<file path="src/hdl/pli_pkg.sv">
// ============================================================================
// pli_pkg: shared types and constants for the piecewise-linear interpolator
// Field widths, function codes, value limits and the handshake status of the
// bit-serial arithmetic units.
// ============================================================================
`default_nettype none

package pli_pkg;

    // Field widths
    localparam int ENERGY_W = 32;               // unsigned Q16.16
    localparam int VALUE_W  = 18;               // signed Q2.16
    localparam int INDEX_W  = 5;
    localparam int CFG_W    = 6;

    // Arithmetic widths
    localparam int DV_W   = VALUE_W + 1;        // value difference, signed
    localparam int MAG_W  = VALUE_W;            // |value difference|
    localparam int PROD_W = MAG_W + ENERGY_W;   // |dv| * |dq|
    localparam int NUM_W  = PROD_W + 1;         // product plus half divisor
    localparam int QUOT_W = VALUE_W + 1;        // quotient bits kept
    localparam int SUM_W  = VALUE_W + 3;        // final sum before clipping

    localparam int DEFAULT_DEPTH = 32;

    // Function codes
    localparam logic FUNC_LOAD  = 1'b0;
    localparam logic FUNC_QUERY = 1'b1;

    localparam logic [CFG_W-1:0] ENTRIES_RESET = 6'd2;
    localparam logic [CFG_W-1:0] ENTRIES_MIN   = 6'd2;

    localparam logic signed [VALUE_W-1:0] VALUE_MAX = 18'sh1FFFF;
    localparam logic signed [VALUE_W-1:0] VALUE_MIN = 18'sh20000;

    typedef struct packed {
        logic busy;
        logic done;
    } t_unit_status;

endpackage

`default_nettype wire

</file>
<file path="src/hdl/pli_ram.sv">
// ============================================================================
// pli_ram: generic single-write, single-read RAM
// One write port and one read port with registered read data.
// ============================================================================
`default_nettype none

module pli_ram #(
    parameter  int WIDTH  = 8,
    parameter  int DEPTH  = 32,
    localparam int ADDR_W = $clog2(DEPTH)
) (
    input  wire logic              i_clk,
    input  wire logic              i_we,
    input  wire logic [ADDR_W-1:0] i_waddr,
    input  wire logic [WIDTH-1:0]  i_wdata,
    input  wire logic              i_re,
    input  wire logic [ADDR_W-1:0] i_raddr,
    output logic      [WIDTH-1:0]  o_rdata
);

    logic [WIDTH-1:0] r_mem [DEPTH];
    logic [WIDTH-1:0] r_rdata;

    always_ff @(posedge i_clk) begin
        if (i_we) begin
            r_mem[i_waddr] <= i_wdata;
        end
        if (i_re) begin
            r_rdata <= r_mem[i_raddr];
        end
    end

    assign o_rdata = r_rdata;

endmodule

`default_nettype wire

</file>
<file path="src/hdl/pli_mul.sv">
// ============================================================================
// pli_mul: radix-4 serial multiplier
// Unsigned |dv| * |dq|, two multiplier bits per cycle, shift-right accumulate.
// ============================================================================
`default_nettype none

module pli_mul (
    input  wire logic                           i_clk,
    input  wire logic                           i_rst_n,
    input  wire logic                           i_start,
    input  wire logic [pli_pkg::MAG_W-1:0]      i_multiplicand,
    input  wire logic [pli_pkg::ENERGY_W-1:0]   i_multiplier,
    output pli_pkg::t_unit_status               o_status,
    output logic      [pli_pkg::PROD_W-1:0]     o_product
);

    localparam int STEPS = pli_pkg::ENERGY_W / 2;
    localparam int CNT_W = $clog2(STEPS);
    localparam int ACC_W = pli_pkg::MAG_W + 2;

    logic                            r_busy;
    logic                            r_done;
    logic [CNT_W-1:0]                r_cnt;
    logic [ACC_W-1:0]                r_m1;
    logic [ACC_W-1:0]                r_m3;
    logic [ACC_W-1:0]                r_acc;
    logic [pli_pkg::ENERGY_W-1:0]    r_lo;

    logic [ACC_W-1:0] n_m1;
    logic [ACC_W-1:0] n_addend;
    logic [ACC_W-1:0] n_sum;

    assign n_m1 = ACC_W'(i_multiplicand);

    always_comb begin
        unique case (r_lo[1:0])
            2'd0:    n_addend = '0;
            2'd1:    n_addend = r_m1;
            2'd2:    n_addend = {r_m1[ACC_W-2:0], 1'b0};
            default: n_addend = r_m3;
        endcase
    end

    // acc stays below the multiplicand after each shift, so no carry is lost
    assign n_sum = r_acc + n_addend;

    always_ff @(posedge i_clk) begin
        if (!i_rst_n) begin
            r_busy <= 1'b0;
            r_done <= 1'b0;
        end else begin
            r_done <= 1'b0;
            if (i_start) begin
                r_busy <= 1'b1;
                r_cnt  <= CNT_W'(STEPS - 1);
                r_m1   <= n_m1;
                r_m3   <= n_m1 + {n_m1[ACC_W-2:0], 1'b0};
                r_acc  <= '0;
                r_lo   <= i_multiplier;
            end else if (r_busy) begin
                r_acc <= {2'b00, n_sum[ACC_W-1:2]};
                r_lo  <= {n_sum[1:0], r_lo[pli_pkg::ENERGY_W-1:2]};
                r_cnt <= r_cnt - CNT_W'(1);
                if (r_cnt == '0) begin
                    r_busy <= 1'b0;
                    r_done <= 1'b1;
                end
            end
        end
    end

    assign o_status.busy = r_busy;
    assign o_status.done = r_done;
    assign o_product     = {r_acc[pli_pkg::MAG_W-1:0], r_lo};

    a_done_after_busy: assert property (@(posedge i_clk) disable iff (!i_rst_n)
        r_done |-> $past(r_busy))
        else $error("multiplier done without a run");

endmodule

`default_nettype wire

</file>
<file path="src/hdl/pli_div.sv">
// ============================================================================
// pli_div: serial rounding divider
// Adds half the divisor, checks quotient overflow, then one restoring
// step per cycle for the kept quotient bits.
// ============================================================================
`default_nettype none

module pli_div (
    input  wire logic                           i_clk,
    input  wire logic                           i_rst_n,
    input  wire logic                           i_start,
    input  wire logic [pli_pkg::PROD_W-1:0]     i_product,
    input  wire logic [pli_pkg::ENERGY_W-1:0]   i_divisor,
    output pli_pkg::t_unit_status               o_status,
    output logic      [pli_pkg::QUOT_W-1:0]     o_quotient,
    output logic                                o_overflow
);

    localparam int EW    = pli_pkg::ENERGY_W;
    localparam int QW    = pli_pkg::QUOT_W;
    localparam int NW    = pli_pkg::NUM_W;
    localparam int CNT_W = $clog2(QW);

    typedef enum logic [1:0] {
        S_IDLE,
        S_ROUND,
        S_CHECK,
        S_LOOP
    } t_state;

    t_state           r_state;
    logic             r_done;
    logic             r_overflow;
    logic [CNT_W-1:0] r_cnt;
    logic [NW-1:0]    r_num;
    logic [EW-1:0]    r_den;
    logic [EW-1:0]    r_rem;
    logic [QW-1:0]    r_quo;

    logic [EW:0]   n_trial;
    logic [EW:0]   n_diff;
    logic          n_ge;
    logic [EW-1:0] n_top;

    assign n_top   = r_num[NW-1:QW];
    assign n_trial = {r_rem, r_quo[QW-1]};
    assign n_diff  = n_trial - {1'b0, r_den};
    assign n_ge    = n_trial >= {1'b0, r_den};

    always_ff @(posedge i_clk) begin
        if (!i_rst_n) begin
            r_state    <= S_IDLE;
            r_done     <= 1'b0;
            r_overflow <= 1'b0;
        end else begin
            r_done <= 1'b0;
            unique case (r_state)
                S_IDLE: begin
                    if (i_start) begin
                        r_num   <= {1'b0, i_product};
                        r_den   <= i_divisor;
                        r_state <= S_ROUND;
                    end
                end
                S_ROUND: begin
                    // round to nearest, ties up in magnitude
                    r_num   <= r_num + NW'(r_den[EW-1:1]);
                    r_state <= S_CHECK;
                end
                S_CHECK: begin
                    r_rem <= n_top;
                    r_quo <= r_num[QW-1:0];
                    r_cnt <= CNT_W'(QW - 1);
                    if (n_top >= r_den) begin
                        r_overflow <= 1'b1;
                        r_done     <= 1'b1;
                        r_state    <= S_IDLE;
                    end else begin
                        r_overflow <= 1'b0;
                        r_state    <= S_LOOP;
                    end
                end
                S_LOOP: begin
                    r_rem <= n_ge ? n_diff[EW-1:0] : n_trial[EW-1:0];
                    r_quo <= {r_quo[QW-2:0], n_ge};
                    r_cnt <= r_cnt - CNT_W'(1);
                    if (r_cnt == '0) begin
                        r_done  <= 1'b1;
                        r_state <= S_IDLE;
                    end
                end
                default: r_state <= S_IDLE;
            endcase
        end
    end

    assign o_status.busy = (r_state != S_IDLE);
    assign o_status.done = r_done;
    assign o_quotient    = r_quo;
    assign o_overflow    = r_overflow;

    a_rem_below_den: assert property (@(posedge i_clk) disable iff (!i_rst_n)
        (r_state == S_LOOP) |-> (r_rem < r_den))
        else $error("partial remainder not below divisor");

endmodule

`default_nettype wire

</file>
<file path="src/hdl/piecewise_linear_interpolator.sv">
// ============================================================================
// piecewise_linear_interpolator: table lookup with linear interpolation
// Loads (energy, value) points into a table RAM; a query scans for its
// segment and interpolates or extrapolates with serial multiply and divide.
// ============================================================================
//
//  channel | valid      | ready       | payload
//  --------+------------+-------------+-------------------------------------
//  in      | i_in_valid | o_in_ready  | i_func, i_entry_index, i_entry_energy,
//          |            |             | i_entry_value, i_query_energy
//  out     | o_out_valid| i_out_ready | o_interpolated_value, o_saturated
//  cfg     | i_cfg_valid| o_cfg_ready | i_cfg_data (entries_in_use)
//
//  A load is written into the table as it is taken. A query scans for its
//  segment with one RAM read per cycle, then runs the radix-4 multiplier
//  and the divider, which yields 19 quotient bits.
//  Reset clears control and sets entries_in_use to 2; the table RAM is not
//  cleared and every entry must be loaded before a query reads it.
//  A new transaction is taken while a result waits in the output register;
//  a finished query holds until that register is free.
//
`default_nettype none

module piecewise_linear_interpolator #(
    parameter int TABLE_DEPTH = pli_pkg::DEFAULT_DEPTH
) (
    input  wire logic                                  i_clk,
    input  wire logic                                  i_rst_n,
    // input channel
    input  wire logic                                  i_in_valid,
    output logic                                       o_in_ready,
    input  wire logic                                  i_func,
    input  wire logic        [pli_pkg::INDEX_W-1:0]    i_entry_index,
    input  wire logic        [pli_pkg::ENERGY_W-1:0]   i_entry_energy,
    input  wire logic signed [pli_pkg::VALUE_W-1:0]    i_entry_value,
    input  wire logic        [pli_pkg::ENERGY_W-1:0]   i_query_energy,
    // output channel
    output logic                                       o_out_valid,
    input  wire logic                                  i_out_ready,
    output logic signed      [pli_pkg::VALUE_W-1:0]    o_interpolated_value,
    output logic                                       o_saturated,
    // configuration
    input  wire logic                                  i_cfg_valid,
    output logic                                       o_cfg_ready,
    input  wire logic        [pli_pkg::CFG_W-1:0]      i_cfg_data
);

    localparam int EW    = pli_pkg::ENERGY_W;
    localparam int VW    = pli_pkg::VALUE_W;
    localparam int DVW   = pli_pkg::DV_W;
    localparam int SW    = pli_pkg::SUM_W;
    localparam int AW    = $clog2(TABLE_DEPTH);
    localparam int CNT_W = $clog2(TABLE_DEPTH + 1);
    localparam int RAM_W = EW + VW;

    typedef enum logic [2:0] {
        S_IDLE,
        S_LAST,
        S_SCAN,
        S_PREP,
        S_MUL,
        S_DIV,
        S_DONE
    } t_state;

    t_state                      r_state;
    logic [pli_pkg::CFG_W-1:0]   r_entries;
    logic [EW-1:0]               r_query;
    logic                        r_hi;
    logic [AW-1:0]               r_k;
    logic [EW-1:0]               r_prev_e;
    logic signed [VW-1:0]        r_prev_v;
    logic signed [VW-1:0]        r_v0;
    logic [DVW-1:0]              r_dv;
    logic [EW:0]                 r_dq;
    logic [EW:0]                 r_de;
    logic                        r_flat;
    logic [EW-1:0]               r_mag_de;
    logic                        r_neg;
    logic signed [VW-1:0]        r_res;
    logic                        r_sat;
    logic                        r_out_valid;
    logic signed [VW-1:0]        r_out_value;
    logic                        r_out_sat;

    logic                        w_in_fire;
    logic                        w_out_fire;
    logic                        w_out_load;
    logic                        w_cfg_fire;
    logic [CNT_W-1:0]            w_count;
    logic [AW-1:0]               w_last;
    logic [AW-1:0]               w_k_next;
    logic                        w_we;
    logic                        w_re;
    logic [AW-1:0]               w_raddr;
    logic [RAM_W-1:0]            w_rdata;
    logic [EW-1:0]               w_rd_e;
    logic signed [VW-1:0]        w_rd_v;
    logic                        w_select;
    logic [DVW-1:0]              w_abs_dv;
    logic [EW:0]                 w_abs_dq;
    logic [EW:0]                 w_abs_de;
    logic                        w_mul_start;
    logic                        w_div_start;
    pli_pkg::t_unit_status       w_mul_status;
    pli_pkg::t_unit_status       w_div_status;
    logic [pli_pkg::PROD_W-1:0]  w_product;
    logic [pli_pkg::QUOT_W-1:0]  w_quotient;
    logic                        w_overflow;
    logic signed [SW-1:0]        w_qext;
    logic signed [SW-1:0]        w_sq;
    logic signed [SW-1:0]        w_sum;
    logic signed [VW-1:0]        w_res;
    logic                        w_sat;

    assign w_in_fire  = i_in_valid & o_in_ready;
    assign w_out_fire = r_out_valid & i_out_ready;
    assign w_cfg_fire = i_cfg_valid & o_cfg_ready;

    // finished result moves into the output register when it is free
    assign w_out_load = (r_state == S_DONE) && (!r_out_valid || i_out_ready);

    // point count clamped to 2..TABLE_DEPTH
    always_comb begin
        priority if (r_entries < pli_pkg::ENTRIES_MIN) begin
            w_count = CNT_W'(pli_pkg::ENTRIES_MIN);
        end else if (32'(r_entries) > 32'(TABLE_DEPTH)) begin
            w_count = CNT_W'(TABLE_DEPTH);
        end else begin
            w_count = CNT_W'(r_entries);
        end
    end

    assign w_last   = AW'(w_count - CNT_W'(1));
    assign w_k_next = r_k + AW'(1);

    assign w_we = w_in_fire && (i_func == pli_pkg::FUNC_LOAD)
                  && (32'(i_entry_index) < 32'(TABLE_DEPTH));

    // Read order: last point first, then points 0, 1, ... one per cycle
    always_comb begin
        unique case (r_state)
            S_IDLE: begin
                w_re    = w_in_fire && (i_func == pli_pkg::FUNC_QUERY);
                w_raddr = w_last;
            end
            S_LAST: begin
                w_re    = 1'b1;
                w_raddr = '0;
            end
            S_SCAN: begin
                w_re    = 1'b1;
                w_raddr = w_k_next;
            end
            default: begin
                w_re    = 1'b0;
                w_raddr = w_last;
            end
        endcase
    end

    pli_ram #(
        .WIDTH (RAM_W),
        .DEPTH (TABLE_DEPTH)
    ) u_table (
        .i_clk   (i_clk),
        .i_we    (w_we),
        .i_waddr (AW'(i_entry_index)),
        .i_wdata ({i_entry_energy, i_entry_value}),
        .i_re    (w_re),
        .i_raddr (w_raddr),
        .o_rdata (w_rdata)
    );

    assign w_rd_e = w_rdata[RAM_W-1:VW];
    assign w_rd_v = w_rdata[VW-1:0];

    // prev holds point k-1, read data holds point k (k >= 1).
    // Below the first point wins over above the last.
    assign w_select = ((r_k == AW'(1)) && (r_query < r_prev_e))
                   || (!r_hi && (r_prev_e <= r_query) && (r_query <= w_rd_e))
                   || (r_k == w_last);

    assign w_abs_dv = r_dv[DVW-1] ? -r_dv : r_dv;
    assign w_abs_dq = r_dq[EW]    ? -r_dq : r_dq;
    assign w_abs_de = r_de[EW]    ? -r_de : r_de;

    assign w_mul_start = (r_state == S_PREP) && !r_flat;
    assign w_div_start = (r_state == S_MUL) && w_mul_status.done;

    pli_mul u_mul (
        .i_clk          (i_clk),
        .i_rst_n        (i_rst_n),
        .i_start        (w_mul_start),
        .i_multiplicand (w_abs_dv[pli_pkg::MAG_W-1:0]),
        .i_multiplier   (w_abs_dq[EW-1:0]),
        .o_status       (w_mul_status),
        .o_product      (w_product)
    );

    pli_div u_div (
        .i_clk      (i_clk),
        .i_rst_n    (i_rst_n),
        .i_start    (w_div_start),
        .i_product  (w_product),
        .i_divisor  (r_mag_de),
        .o_status   (w_div_status),
        .o_quotient (w_quotient),
        .o_overflow (w_overflow)
    );

    // apply sign, add base value, clip
    assign w_qext = SW'($signed({1'b0, w_quotient}));
    assign w_sq   = r_neg ? -w_qext : w_qext;
    assign w_sum  = SW'(r_v0) + w_sq;

    always_comb begin
        priority if (w_overflow) begin
            w_res = r_neg ? pli_pkg::VALUE_MIN : pli_pkg::VALUE_MAX;
            w_sat = 1'b1;
        end else if (w_sum > SW'(pli_pkg::VALUE_MAX)) begin
            w_res = pli_pkg::VALUE_MAX;
            w_sat = 1'b1;
        end else if (w_sum < SW'(pli_pkg::VALUE_MIN)) begin
            w_res = pli_pkg::VALUE_MIN;
            w_sat = 1'b1;
        end else begin
            w_res = w_sum[VW-1:0];
            w_sat = 1'b0;
        end
    end

    always_ff @(posedge i_clk) begin
        if (!i_rst_n) begin
            r_state     <= S_IDLE;
            r_out_valid <= 1'b0;
            r_entries   <= pli_pkg::ENTRIES_RESET;
        end else begin
            if (w_cfg_fire) begin
                r_entries <= i_cfg_data;
            end
            if (w_out_load) begin
                r_out_valid <= 1'b1;
            end else if (w_out_fire) begin
                r_out_valid <= 1'b0;
            end
            unique case (r_state)
                S_IDLE: begin
                    if (w_in_fire && (i_func == pli_pkg::FUNC_QUERY)) begin
                        r_query <= i_query_energy;
                        r_state <= S_LAST;
                    end
                end
                S_LAST: begin
                    r_hi    <= r_query > w_rd_e;
                    r_k     <= '0;
                    r_state <= S_SCAN;
                end
                S_SCAN: begin
                    r_prev_e <= w_rd_e;
                    r_prev_v <= w_rd_v;
                    r_k      <= w_k_next;
                    if ((r_k != '0) && w_select) begin
                        r_dv    <= {w_rd_v[VW-1], w_rd_v} - {r_prev_v[VW-1], r_prev_v};
                        r_dq    <= {1'b0, r_query} - {1'b0, r_prev_e};
                        r_de    <= {1'b0, w_rd_e} - {1'b0, r_prev_e};
                        r_flat  <= (w_rd_e == r_prev_e);
                        r_v0    <= r_prev_v;
                        r_state <= S_PREP;
                    end
                end
                S_PREP: begin
                    r_mag_de <= w_abs_de[EW-1:0];
                    r_neg    <= r_dv[DVW-1] ^ r_dq[EW] ^ r_de[EW];
                    if (r_flat) begin
                        // zero-width segment: lower value, never clipped
                        r_res   <= r_v0;
                        r_sat   <= 1'b0;
                        r_state <= S_DONE;
                    end else begin
                        r_state <= S_MUL;
                    end
                end
                S_MUL: begin
                    if (w_mul_status.done) begin
                        r_state <= S_DIV;
                    end
                end
                S_DIV: begin
                    if (w_div_status.done) begin
                        r_res   <= w_res;
                        r_sat   <= w_sat;
                        r_state <= S_DONE;
                    end
                end
                S_DONE: begin
                    if (w_out_load) begin
                        r_out_value <= r_res;
                        r_out_sat   <= r_sat;
                        r_state     <= S_IDLE;
                    end
                end
                default: r_state <= S_IDLE;
            endcase
        end
    end

    assign o_in_ready           = (r_state == S_IDLE);
    assign o_cfg_ready          = 1'b1;
    assign o_out_valid          = r_out_valid;
    assign o_interpolated_value = r_out_value;
    assign o_saturated          = r_out_sat;

    a_scan_in_range: assert property (@(posedge i_clk) disable iff (!i_rst_n)
        (r_state == S_SCAN) |-> (r_k <= w_last))
        else $error("segment scan past last point");

    a_mul_running: assert property (@(posedge i_clk) disable iff (!i_rst_n)
        (r_state == S_MUL) |-> (w_mul_status.busy || w_mul_status.done))
        else $error("waiting on an idle multiplier");

    a_sat_at_limit: assert property (@(posedge i_clk) disable iff (!i_rst_n)
        (o_out_valid && o_saturated) |->
            (o_interpolated_value == pli_pkg::VALUE_MAX
             || o_interpolated_value == pli_pkg::VALUE_MIN))
        else $error("saturated result not at a limit");

endmodule

`default_nettype wire
</file>
<file path="config.mk">
export PLATFORM = sky130hd
export DESIGN_NAME = piecewise_linear_interpolator
export DESIGN_NICKNAME = d
export VERILOG_FILES = /design/src/hdl/pli_pkg.sv /design/src/hdl/pli_ram.sv /design/src/hdl/pli_mul.sv /design/src/hdl/pli_div.sv /design/src/hdl/piecewise_linear_interpolator.sv
export SDC_FILE = /design/constraint.sdc
export NUM_CORES = 2
export LEC_CHECK = 0
export BUFFER_PORTS_ARGS = -buffer_cell sky130_fd_sc_hd__buf_2
export CAP_MARGIN = 10
export CORE_MARGIN = 1.5
export CORE_UTILIZATION = 48
export CTS_BUF_LIST = sky130_fd_sc_hd__clkbuf_2 sky130_fd_sc_hd__clkbuf_4 sky130_fd_sc_hd__clkbuf_8
export CTS_CLUSTER_DIAMETER = 150
export DETAILED_ROUTE_END_ITERATION = 8
export PLACE_DENSITY_LB_ADDON = 0.05
export SYNTH_ARGS = -nofsm -noshare
export SYNTH_HDL_FRONTEND = slang
export SYNTH_SLANG_ARGS = --single-unit
export TNS_END_PERCENT = 20
</file>
<file path="constraint.sdc">
create_clock -name i_clk -period 7.42 [get_ports i_clk]
set_clock_uncertainty 0.2 [all_clocks]
set_input_delay 0.742 -clock i_clk [delete_from_list [all_inputs] [get_ports i_clk]]
set_output_delay 0.742 -clock i_clk [all_outputs]
set_load 0.1 [all_outputs]
</file>
==> results.md <==
- Share of cells above drive strength 1: about a fifth
- Final Instance Area: about 110000 µm²
- Most frequent cells in the layout: edfxtp_1, nand2_1, mux4_2
- Largest area contributor in the netlist: edfxtp_1
- Initial DRT Pass Iterations: 5
- Vias in the first global route: 54700
- Fraction of registers with async set/reset: 0%
- Htree depth: 5
- P_leak: 37.0 nW
- Placer Congestion: ~0.90
- Initial DRC Count: about 4400
- Setup ws final: 2210 ps
- # DRC: 0
- Max VDD drop: 0.000227 V
- I/O Pins: roughly 120
- Peak Freq: between 150 and 200 MHz
- Final Util: between 50% and 60%
- Port Buffer Count: 119
- Number of enable flip-flop cells after synthesis: approximately 2100
- Critical Path AT: about 5600 ps
- Power Density: between 200 and 300 nW/µm²
- Synth Instances: about 6100
- Die area: between 200000 and 250000 µm²
- Worst Setup EP: r_dq[22]$_DFFE_PP_
- Setup TNS: 0 ps
- Main synth FF type: edfxtp_1
- Reg-to-reg endpoint: r_dq[22]$_DFFE_PP_
- Syn-to-layout area delta: 12.8%
- Die Span Y: 447 µm
- Worst-path fanout max: between 100 and 150
- CP Class: register to register
- Final Hold Viols: 0
- CTS tree: built
- GRT overflow: 0
- Starting Density: between 40% and 50%
- CP startpoint: r_prev_e[1]$_DFFE_PP_
- Total Power: 29.3 mW
- Share of the synthesized area in the top cell type: 67.9%
- Core Region: slightly below 200000 µm²
- R2r worst-path depth: 14
- Most used routing layer: met2
- Post-route ant nets: 0
- Setup Buffers After CTS: 0
- Clk slew on worst S/H paths: roughly 60 ps
- Synth unique cells: 89
- DP HPWL: 152000 µm
- Ys Warns: 0
- Die width: 447 µm
- Flop2flop setup slack: 2210 ps
- Worst hold path type: primary input to register
- Outcome: finished clean
- Sequential share of the synthesized area: between 60% and 70%
- First-pass GRT wire length: between 300000 and 400000 µm
- Clock buffer count from CTS: ~380
- Post-Synthesis Cell Area: 94800 µm²
- Dpl ws: 2180 ps
- Period utilisation layout: 70.2%
- Largest net degree at the start of global routing: 105
- RSZ-0062 raised after global routing: no
- Slew of the pin with the lowest slew margin: about 1200 ps
- Routed wire length: ~250000 µm
- Met1 Usage GRT: 33.4%
- Clock sink count: 2159
- Critical R2R Launch: r_prev_e[1]$_DFFE_PP_
- Cts hold-fix bufs: 94
- Total GRT Usage: 25.3%
- Final setup vio count: 0
- Met2 Usage GRT: 42.8%
- Met3 Use GR: 3.68%
- Avg Cell Area, Syn: 15.6 µm²
- Final net count: 6929
- DR WL/cell: 26.8 µm
- Rel. slew slack: 16.9%
- DR vias: around 55000
- CTS Buffer Depth: 4
- Standard-cell row count: between 150 and 200
- Max cap viols: 0
- Required time of the critical path: 7840 ps
- Post-cts repair resize count: 0
- Vias/cell: 5.78
- Area post-placement: 99000 µm²
- Skew-Pair Late Insertion Delay: 1070 ps
- Critical Path Source Type: register
- Initial antenna violation count: 18
- Setup crit end kind: register
- Syn nets: 6478
- Yosys reg bits: about 2200
- CTS root buf: clkbuf_8
- Crit path time final: 5210 ps
- Synth top area cells: edfxtp_1, mux4_2, ha_1, nand2_1, xnor2_1
- Most common library cell in the layout ignoring fill and taps: edfxtp_1
- Fin. max-slew vios: 0
## registers in the layout (all words and copies together) (netlist names), 20 cells and up
| name | flops |
|---|---|
| u_table.r_mem | 1600 |
| u_div.r_num | 51 |
| u_table.o_rdata | 50 |
| r_de | 33 |
| r_dq | 33 |
| r_mag_de | 32 |
| r_prev_e | 32 |
| r_query | 32 |
| u_div.r_den | 32 |
| u_div.r_rem | 32 |
| u_mul.r_lo | 32 |
| u_mul.r_m3 | 20 |
## through the flow
step / hold WS (ps) / cells
4_1_cts: 18.5 / 9431
5_1_grt: 83.3 / 9435
6_report: 151 / 9438
2_1_floorplan: 200 / 6089
3_5_place_dp: 205 / 8691
3_3_place_gp: 203 / 8689
## cell usage after synthesis, types with 26 or more instances
| library cell | count |
|---|---|
| a21o_1 | 81 |
| a21oi_1 | 186 |
| and3_1 | 30 |
| buf_2 | 61 |
| clkbuf_1 | 160 |
| edfxtp_1 | 2143 |
| ha_1 | 282 |
| inv_1 | 227 |
| mux2i_1 | 40 |
| mux4_2 | 400 |
| nand2_1 | 790 |
| nand2b_1 | 30 |
| nand3_1 | 301 |
| nand4_1 | 32 |
| nor2_1 | 208 |
| nor2b_1 | 34 |
| nor3_1 | 39 |
| o21a_1 | 38 |
| o21ai_0 | 287 |
| o21bai_1 | 29 |
| o31ai_1 | 37 |
| or3_1 | 26 |
| xnor2_1 | 181 |
| xor2_1 | 108 |
## layer usage
| metal | vias to the layer above | routed length, µm |
|---|---|---|
| met5 | - | 31 |
| met4 | 4 | 8560 |
| met3 | 431 | 12200 |
| met2 | 1515 | 126000 |
| met1 | 28200 | 106000 |
| li1 | 24500 | - |
## where the power goes
| part | total [mW] | internal [mW] | switching, mW |
|---|---|---|---|
| sequential | 14.0 | 13.8 | 0.232 |
| combinational | 5.02 | 2.06 | 2.96 |
| clock | 10.2 | 5.48 | 4.75 |
| total | 29.3 | 21.3 | 7.94 |
## worst max-delay path, cell delays in order, from the launching register on
cell and delay, ps:
edfxtp_1 420, inv_1 90, ha_1 290, nor2b_1 120, o21ai_0 100, a21boi_0 400
o31ai_1 210, a211oi_1 490, nor3_1 140, o31a_1 440, o41ai_1 110, a21boi_0 130
o311ai_0 820, and3_4 350, buf_12 420
## final cells by class
class	count	area, µm²
fillers	15800	88700
flip-flops and latches	2159	64700
multi-input cells	3459	28600
clock buffers	500	6150
well taps	2624	3280
repair buffers	316	2580
inverters	228	856
clock inverters	146	729
diodes	6	15.0
## worst min path at each step
stage                                              to  depth (start not counted)  slack (ps)              startpoint
floorplan           o_interpolated_value[0]$_DFFE_PP_                          0         200      r_res[0]$_DFFE_PP_
global placement                o_saturated$_DFFE_PP_                          0         200     r_sat$_SDFFCE_PN0P_
detailed placement          u_div.r_den[26]$_DFFE_PP_                          0         200  r_mag_de[26]$_DFFE_PP_
CTS                          o_out_valid$_SDFFE_PN0P_                          3          20             i_out_ready
global route                 o_out_valid$_SDFFE_PN0P_                          3          80             i_out_ready
finish                       o_out_valid$_SDFFE_PN0P_                          3         150             i_out_ready
## logic make-up (layout without fill, tap and decap cells)
logic type / Yosys count / after routing / share of synthesized area (%)
fa+ha+maj: 290 / 290 / 3.89
other cells: 1 / 7 / 0.00396
simple gates: 1578 / 1578 / 7.49
compound gates: 839 / 839 / 5.53
flops: 2159 / 2159 / 68.3
xor+xnor: 289 / 289 / 2.67
mux: 462 / 462 / 10.2
buf+inv: 471 / 1190 / 1.96
No activity file was read; power rests on OpenSTA's default activity.
